==> config.mk <==
export PLATFORM = sky130hd
export DESIGN_NAME = mmr_ctrl
export DESIGN_NICKNAME = d
export VERILOG_FILES = /design/src/rtl/mmr_pkg.sv /design/src/rtl/mmr_ctrl.sv
export SDC_FILE = /design/constraint.sdc
export NUM_CORES = 1
export LEC_CHECK = 0
export BUFFER_PORTS_ARGS = -buffer_cell sky130_fd_sc_hd__buf_2
export CORE_ASPECT_RATIO = 0.75
export CORE_MARGIN = 5
export CORE_UTILIZATION = 52
export DETAILED_ROUTE_END_ITERATION = 16
export GPL_TIMING_DRIVEN = 0
export PLACE_DENSITY = 0.78
export SLEW_MARGIN = 5
export SYNTH_ARGS = -nofsm -noshare
export SYNTH_HDL_FRONTEND = slang
export SYNTH_SLANG_ARGS = --single-unit
==> constraint.sdc <==
create_clock -name clk -period 5.3 [get_ports clk]
set_input_delay 0 -clock clk [delete_from_list [all_inputs] [get_ports clk]]
set_output_delay 0 -clock clk [all_outputs]
set_load 0.1 [all_outputs]
==> src/rtl/mmr_pkg.sv <==
// ---------------------------------------------------------------------------
// mmr_pkg
// Constants, codes and types shared by the message reassembler files.
// ---------------------------------------------------------------------------
package mmr_pkg;

	localparam int MAX_MESSAGE_BYTES = 4096;
	localparam int PACKET_MTU        = 64;
	localparam int TIME_WIDTH        = 32;

	localparam int ADDR_W = $clog2(MAX_MESSAGE_BYTES);
	localparam int LEN_W  = ADDR_W + 1;
	localparam int PLEN_W = 7;
	localparam int IDX_W  = 12;
	localparam int SEQ_W  = 2;

	localparam logic [TIME_WIDTH-1:0] TIMEOUT_RESET = TIME_WIDTH'(1000);

	// Item kinds.
	localparam logic [1:0] KIND_HEADER  = 2'd0;
	localparam logic [1:0] KIND_PAYLOAD = 2'd1;
	localparam logic [1:0] KIND_READ    = 2'd2;

	typedef enum logic [2:0] {
		ST_OK       = 3'd0,
		ST_DONE     = 3'd1,
		ST_TIMEOUT  = 3'd2,
		ST_NOSOM    = 3'd3,
		ST_TAG      = 3'd4,
		ST_SEQ      = 3'd5,
		ST_OVERFLOW = 3'd6
	} status_t;

	typedef struct packed {
		logic [1:0]            kind;
		logic                  start_of_message;
		logic                  end_of_message;
		logic [2:0]            message_tag;
		logic                  tag_owner;
		logic [7:0]            message_type;
		logic [SEQ_W-1:0]      packet_sequence;
		logic [PLEN_W-1:0]     payload_length;
		logic [7:0]            data_byte;
		logic [IDX_W-1:0]      read_index;
		logic [TIME_WIDTH-1:0] time_now;
	} item_t;

	// Result of one item before the buffer read data joins it.
	typedef struct packed {
		status_t          status;
		logic [LEN_W-1:0] message_length;
		logic             read_valid;
	} result_t;

	// Buffer access requested by the control unit.
	typedef struct packed {
		logic              we;
		logic [ADDR_W-1:0] waddr;
		logic [7:0]        wdata;
		logic              re;
		logic [ADDR_W-1:0] raddr;
	} mem_req_t;

endpackage

==> src/rtl/mmr_ctrl.sv <==
// ---------------------------------------------------------------------------
// mmr_ctrl
// Assembly state, header checks and payload bookkeeping for one accepted item a cycle.
// ---------------------------------------------------------------------------
module mmr_ctrl import mmr_pkg::*; (
	input  logic                  clk,
	input  logic                  arst_n,
	input  logic                  cfg_we,
	input  logic [TIME_WIDTH-1:0] cfg_wdata,
	input  logic                  fire,
	input  item_t                 item,
	output result_t               result,
	output mem_req_t              mem_req
);

	typedef struct packed {
		logic                  assembling;
		logic [SEQ_W-1:0]      exp_seq;
		logic [2:0]            held_tag;
		logic                  held_owner;
		logic [7:0]            held_type;
		logic [TIME_WIDTH-1:0] last_time;
		logic [LEN_W-1:0]      asm_len;
		logic [PLEN_W-1:0]     bytes_rem;
		logic                  accepting;
		logic                  eom_pending;
	} asm_state_t;

	asm_state_t            asm_q, asm_d;
	logic [LEN_W-1:0]      cmp_len_q, cmp_len_d;
	logic [TIME_WIDTH-1:0] timeout_q;

	// The held type and the last packet time survive a cleared assembly.
	function automatic asm_state_t clear_asm(asm_state_t s);
		asm_state_t r;
		r             = '0;
		r.held_type   = s.held_type;
		r.last_time   = s.last_time;
		return r;
	endfunction

	always_comb begin
		asm_state_t            n;
		logic [TIME_WIDTH-1:0] gap;
		logic [LEN_W:0]        total;

		n       = asm_q;
		gap     = '0;
		total   = '0;
		asm_d   = asm_q;
		cmp_len_d = cmp_len_q;
		result  = '{status: ST_OK, message_length: '0, read_valid: 1'b0};
		mem_req = '0;

		if (fire) begin
			unique case (item.kind)
				KIND_HEADER: begin
					// A header arriving mid-packet drops the assembly first.
					if (n.accepting) begin
						n = clear_asm(n);
					end
					gap = item.time_now - n.last_time;
					if (n.assembling && (gap > timeout_q)) begin
						n = clear_asm(n);
						result.status = ST_TIMEOUT;
					end else begin
						if (item.start_of_message) begin
							n            = clear_asm(n);
							cmp_len_d    = '0;
							n.assembling = 1'b1;
							n.exp_seq    = item.packet_sequence;
							n.held_tag   = item.message_tag;
							n.held_owner = item.tag_owner;
							n.held_type  = item.message_type;
						end
						total = {1'b0, n.asm_len} + (LEN_W + 1)'(item.payload_length);
						priority if (!n.assembling) begin
							result.status = ST_NOSOM;
						end else if (item.message_tag != n.held_tag ||
						             item.tag_owner != n.held_owner) begin
							n = clear_asm(n);
							result.status = ST_TAG;
						end else if (item.message_type != n.held_type ||
						             item.packet_sequence != n.exp_seq) begin
							n = clear_asm(n);
							result.status = ST_SEQ;
						end else if (item.payload_length > PLEN_W'(PACKET_MTU) ||
						             total > (LEN_W + 1)'(MAX_MESSAGE_BYTES)) begin
							n = clear_asm(n);
							result.status = ST_OVERFLOW;
						end else begin
							n.last_time   = item.time_now;
							n.exp_seq     = n.exp_seq + 1'b1;
							n.bytes_rem   = item.payload_length;
							n.accepting   = (item.payload_length != '0);
							n.eom_pending = item.end_of_message;
							if (item.end_of_message && item.payload_length == '0) begin
								cmp_len_d             = n.asm_len;
								n                     = clear_asm(n);
								result.status         = ST_DONE;
								result.message_length = cmp_len_d;
							end
						end
					end
				end
				KIND_PAYLOAD: begin
					if (n.accepting) begin
						if (n.asm_len < LEN_W'(MAX_MESSAGE_BYTES)) begin
							mem_req.we    = 1'b1;
							mem_req.waddr = n.asm_len[ADDR_W-1:0];
							mem_req.wdata = item.data_byte;
							n.asm_len     = n.asm_len + 1'b1;
						end
						if (n.bytes_rem != '0) begin
							n.bytes_rem = n.bytes_rem - 1'b1;
						end
						if (n.bytes_rem == '0) begin
							n.accepting = 1'b0;
							if (n.eom_pending) begin
								cmp_len_d             = n.asm_len;
								n                     = clear_asm(n);
								result.status         = ST_DONE;
								result.message_length = cmp_len_d;
							end
						end
					end
				end
				KIND_READ: begin
					result.message_length = cmp_len_q;
					if ({1'b0, item.read_index} < cmp_len_q) begin
						result.read_valid = 1'b1;
						mem_req.re        = 1'b1;
						mem_req.raddr     = item.read_index[ADDR_W-1:0];
					end
				end
				default: begin
				end
			endcase
			asm_d = n;
		end
	end

	always_ff @(posedge clk or negedge arst_n) begin
		if (!arst_n) begin
			asm_q     <= '0;
			cmp_len_q <= '0;
		end else begin
			asm_q     <= asm_d;
			cmp_len_q <= cmp_len_d;
		end
	end

	always_ff @(posedge clk or negedge arst_n) begin
		if (!arst_n) begin
			timeout_q <= TIMEOUT_RESET;
		end else if (cfg_we) begin
			timeout_q <= cfg_wdata;
		end
	end

endmodule

# Word level (Yosys, flattened, before mapping)
# Index checks and enable logic that the tools add are counted.
# op_classes
addsub	5
bitwise_logic	1
reduce_logical	18
mux	58
magnitude_cmp	5
n_eq_ne	11
# ops
cell	count
69-bit 2-to-1 mux	16
13-bit 2-to-1 mux	18
69-bit one-hot mux with 2 select lines	1
21-bit 2-to-1 mux	3
14-bit 2-to-1 mux	4
13-bit one-hot mux with 3 select lines	1
34-bit 2-to-1 mux	1
32-bit greater-than comparator	1
32-bit subtractor	1
7-bit 2-to-1 mux	4
13-bit one-hot mux with 2 select lines	1
17-bit 2-to-1 mux	1
3-bit 2-to-1 mux	5
13-bit by 7-bit adder with 14-bit output	1
14-bit by 13-bit greater-than comparator with 1-bit output, second input constant	1
7-bit zero test	2
7-bit nonzero test	2
13-bit by 1-bit adder with 13-bit output, second input constant	1
12-bit by 13-bit less-than comparator with 1-bit output	1
13-bit less-than comparator, second input constant	1
5-bit AND reduction	2
2-bit != test, second input constant	4
8-bit != test	1
7-bit greater-than comparator, second input constant	1
other kinds (19)	24
# totals
ff_bits	114
input_bits	113
wordCells	110
out_inout_bits	51

# Longest topological paths before layout
# logic_depth
ltp_word	19
ltp_mapped	25
mapped_depth_nobuf	23

# Worst setup path before layout
# No wires, ideal clock.
# synth_path
kind	register -> output
startpoint	register asm_q[23] in the netlist's numbering
endpoint	output port result[4] in the netlist's numbering
arrival_time_ns	6.742
stages_incl_launch_ff	22
t_required_ns	5.300
path_buffers	1
setup_slack_ns	-1.442
path_cell_list	dfrtp_1 -> inv_1 -> ha_1 -> nor2b_1 -> o31a_1 -> o311a_1 -> a21oi_1 -> o311ai_0 -> a31oi_1 -> o21ai_0 -> a21o_1 -> a211oi_1 -> nor2_1 -> ha_1 -> nand4_1 -> or4_1 -> nor3_1 -> nor2_1 -> a211oi_1 -> clkbuf_1 -> a31oi_1 -> nor3_1
# synth_rtl
item	line_no	source
start: declaration	mmr_ctrl.sv:29	asm_state_t asm_q, asm_d;
start signal: assignment	mmr_ctrl.sv:148	asm_q <= asm_d;
end: declaration	mmr_ctrl.sv:12	output result_t result,

==> impl_summary.md <==
Clock network
The clock passes through at most 2 buffers. Clock-pin slew was measured on the worst setup and hold paths at 0.06 ns. TritonCTS built the clock tree. The H-tree depth is 4. The number of clock sinks is 114. The total CTS buffers is 17.

The root buffer cell is sky130_fd_sc_hd__clkbuf_16. The later pin in the worst-skew pair is clocked with a latency of 0.43 ns.

Setup path
The worst setup path is captured at a primary output. The number of logic stages on the critical path including buffering is 25. The worst setup path is launched from a flip-flop. The end point of the critical path is result[14]. For the worst setup path, the data arrival time is 5.58 ns. The critical register-to-register path startpoint is asm_q[23]. The top cell family by delay on the critical path is compound AO/OA/AOI/OAI gates. The delay of the slowest cell on the worst path is 0.55 ns.

In this run the critical register-to-register path is captured at cmp_len_q[6]. The launch point of the critical path is asm_q[23]. The setup check on the worst reg-to-reg path leaves a slack of -0.18 ns. The number of buffer and inverter instances along the worst setup path is 7. For the worst flop-to-flop path, the logic depth is 24. The maximum fanout along the worst path is 4. The kind of critical path is flip-flop to primary output.

The critical path required time is 5.30 ns. On the critical path, the stage with the largest delay is an instance of sky130_fd_sc_hd__or4_4.

Synthesis
The total of flip-flops plus latches after synthesis is 114. Among all cell types in the netlist, the one instantiated most often is sky130_fd_sc_hd__inv_1. In the synthesized netlist the dominant register cell turns out to be sky130_fd_sc_hd__dfrtp_1. Ranked by instance count, the synthesized netlist is headed by sky130_fd_sc_hd__inv_1, sky130_fd_sc_hd__dfrtp_1, sky130_fd_sc_hd__ha_1.

Counting every instance in the synthesized netlist gives 1074. The portion of synthesized cell area occupied by the leading cell type is 29.4%. Yosys mapped a number of flops with a built-in enable equal to 0. The synthesized netlist net count is 1274. The sequential area share after synthesis is 31.1%.

The number of distinct library cells after synthesis is 69. Yosys printed 0 warnings. The share of synthesized flip-flops with an asynchronous set or reset is 100%. The largest total area in the synthesized netlist belongs to sky130_fd_sc_hd__dfrtp_1. The mapped cell area is 9180 sq um. The synthesized area per cell is 8.55 sq um. Yosys attributes the largest share of cell area to sky130_fd_sc_hd__dfrtp_1, sky130_fd_sc_hd__ha_1, sky130_fd_sc_hd__inv_1.

Routing
The count of routing violations after the opening detailed-route iteration is 1160. The number of detailed-route iterations in the first pass is 6. The post-detailed-route via-to-cell ratio is 6.02. For this block, the via count after detailed routing is 9851. The aggregate routed wire length is 32100 um. The detail route stage leaves a number of antenna-violating nets equal to 0. The wire length per cell after detailed routing is 19.6 um. After detailed routing, the number of remaining DRC violations is 0.

Power and ir drop
Internal power comes to 2.16 mW. VDD sags by at most 0.000196 V. The leakage component of the power is 5.87 nW. In this run switching power makes up 32.6% of total power. The sequential share of power is 30.7%. The share of total power dissipated in the clock network is 37.0%. Power spread over the standard cell area amounts to 246 nW/um^2. In this run, the combinational gates consume 32.3% of the power.

After layout, the design draws a total of 3.21 mW. The net load switching power is 1.05 mW.

Placement
Routability-driven placement finished with a final weighted congestion of 0.999. The number of port buffers is 161. Including well taps, the total number of placed cells is 1478. Detailed placement ended at an HPWL of 21300 um.

Global route
The largest net degree at the start of global routing is 63. The number of global-route vias before repair was 9452. The overall global routing resource usage is 30.6%. The global-route wire length before repair is 50000 um. The final global-route overflow total is 0. The initial antenna violation count is 1.

Floorplan
The die width is 163 um. The vertical die dimension is 125 um. For this design the top-level I/O count stands at 164.

The area of the die is 20400 sq um. The row count is 42. The starting utilization of the core area is 52.5%. The total area inside the core boundary comes to 17500 sq um.

STA
For this run, the top clock speed supported by timing is 179 MHz. The number of hold-slack violations in the final timing report is 0. After layout, the worst setup slack is -0.280 ns. The time the worst path needs with I/O delays and setup is 5.58 ns. At the pin with the least slew margin, the transition time is 1.08 ns. Setup repair after global routing could not meet its margin everywhere. The final-report setup violation count is 68. The clock arrives with 0.00989 ns of skew. Measured against its own limit, the worst slew margin works out to 27.6%. The share of the clock period used by the worst path is 105%. The max-slew violation total from the final report is 0.

Finish
At the end of the flow, the number of nets in the layout was 1580. The area growth from synthesis to final layout is 42.1%. In the final layout, the share of cells above drive strength 1 is 27.0%. Leaving out filler cells and counting taps, the final layout contains 1637. At the end of the flow the core is filled with cells to 74.6%.

Run status
The flow ran to the end, but the final reports show violations. The final reports fail on negative setup slack.

Min path
The tightest min-delay check is of the input pin to flip-flop type.

Job
The number of violations of the max-capacitance limit is 0.
[logic make-up (layout without fill, tap and decap cells)]
| kind of cell | Yosys count | count (layout) | synth area share [%] |
|---|---|---|---|
| adders and majority gates | 87 | 87 | 12.0 |
| DFF | 114 | 114 | 31.1 |
| other | 0 | 2 | 0 |
| AOI/OAI and AO/OA | 299 | 299 | 21.6 |
| muxes | 53 | 53 | 6.38 |
| and+or+nand+nor | 326 | 326 | 17.9 |
| buffers and inverters | 146 | 465 | 6.32 |
| xor gates and xnor gates | 49 | 49 | 4.67 |
[per-stage QoR]
stage | TNS [ns] | hold slack (ns) | setup slack [ns] | cell area, sq um
finish | -7.24 | 0.0105 | -0.280 | 13100
floorplan | -0.309 | -0.296 | -0.0473 | 9400
global route | -22.68 | 0.0105 | -0.467 | 13100
detailed placement | -40.68 | -0.0106 | -1.01 | 10500
global placement | -34.55 | 0.204 | -0.924 | 10500
CTS | -2.97 | 0.00254 | -0.246 | 12700
[sequential cells by signal, indices dropped and copies added, names as in the netlist]
signal	flops
timeout_q	32
cmp_len_q	13
asm_q	69
[per-layer routing]
layer | up-vias | wire length, um | part of all wire, % | track usage [%]
met2 | 564 | 14200 | 44 | 46.3
met1 | 4684 | 13800 | 43 | 43.3
met5 | - | 0 | 0 | 0
met4 | 0 | 941 | 2.9 | 9.02
li1 | 4495 | - | - | -
met3 | 108 | 3180 | 9.9 | 7.99
[final cells by class]
type	count	area [sq um]
flip-flops and latches	114	2860
diodes	2	5.00
fillers	1162	4450
plain buffers	35	204
clock buffers	24	502
clock inverters	8	98.8
inverters	110	413
well taps	242	303
repair buffers	288	2290
multi-input cells	814	6380
[worst min-delay path by stage]
stage                  start             to  slack, ns  cells after the start
2_1_floorplan         arst_n       asm_q[0]      -0.30                      0
3_3_place_gp   cfg_wdata[18]  timeout_q[18]       0.20                      3
3_5_place_dp          arst_n      asm_q[30]      -0.01                      1
4_1_cts             item[57]       asm_q[7]      0.003                      3
5_1_grt             item[57]       asm_q[7]       0.01                      3
6_report            item[57]       asm_q[7]       0.01                      3
[layout by cell type (no fill, tap or decap), types with 29 or more instances in the layout]
cell type	n
sky130_fd_sc_hd__mux2_2	29
sky130_fd_sc_hd__nand2_1	75
sky130_fd_sc_hd__inv_1	108
sky130_fd_sc_hd__buf_2	147
sky130_fd_sc_hd__nor2_1	73
sky130_fd_sc_hd__a21oi_1	55
sky130_fd_sc_hd__ha_1	79
sky130_fd_sc_hd__xnor2_1	33
sky130_fd_sc_hd__a21o_1	36
sky130_fd_sc_hd__buf_4	34
sky130_fd_sc_hd__dfrtp_1	108
sky130_fd_sc_hd__o21ai_0	63
sky130_fd_sc_hd__dlygate4sd3_1	83
[power by group through the flow]
stage / Combinational (mW) / Clock [mW] / Sequential [mW]
4_1_cts: 0.942 / 1.18 / 0.983
5_1_grt: 1.13 / 1.23 / 0.993
6_report: 1.04 / 1.19 / 0.986
3_5_place_dp: 0.824 / 0 / 0.997
2_1_floorplan: 0.598 / 0 / 0.987
3_3_place_gp: 0.795 / 0 / 0.994
[tightest hold or removal path: stages]
cell	delay (ns)
sky130_fd_sc_hd__buf_2	0.14
sky130_fd_sc_hd__a41oi_1	0.16
sky130_fd_sc_hd__o21ai_0	0.09
[what timing repair did]
| item | 4_1_cts | 5_1_grt |
|---|---|---|
| endpoints found under the hold margin | 158 | 0 |
| hold buffers | 83 | 0 |
| pin swaps | 22 | 39 |
| endpoints found under the setup margin | 98 | 97 |
| cloned | 2 | 0 |
| resized for setup | 112 | 64 |
| setup buffers | 26 | 17 |
No activity file was read; power rests on OpenSTA's default activity.
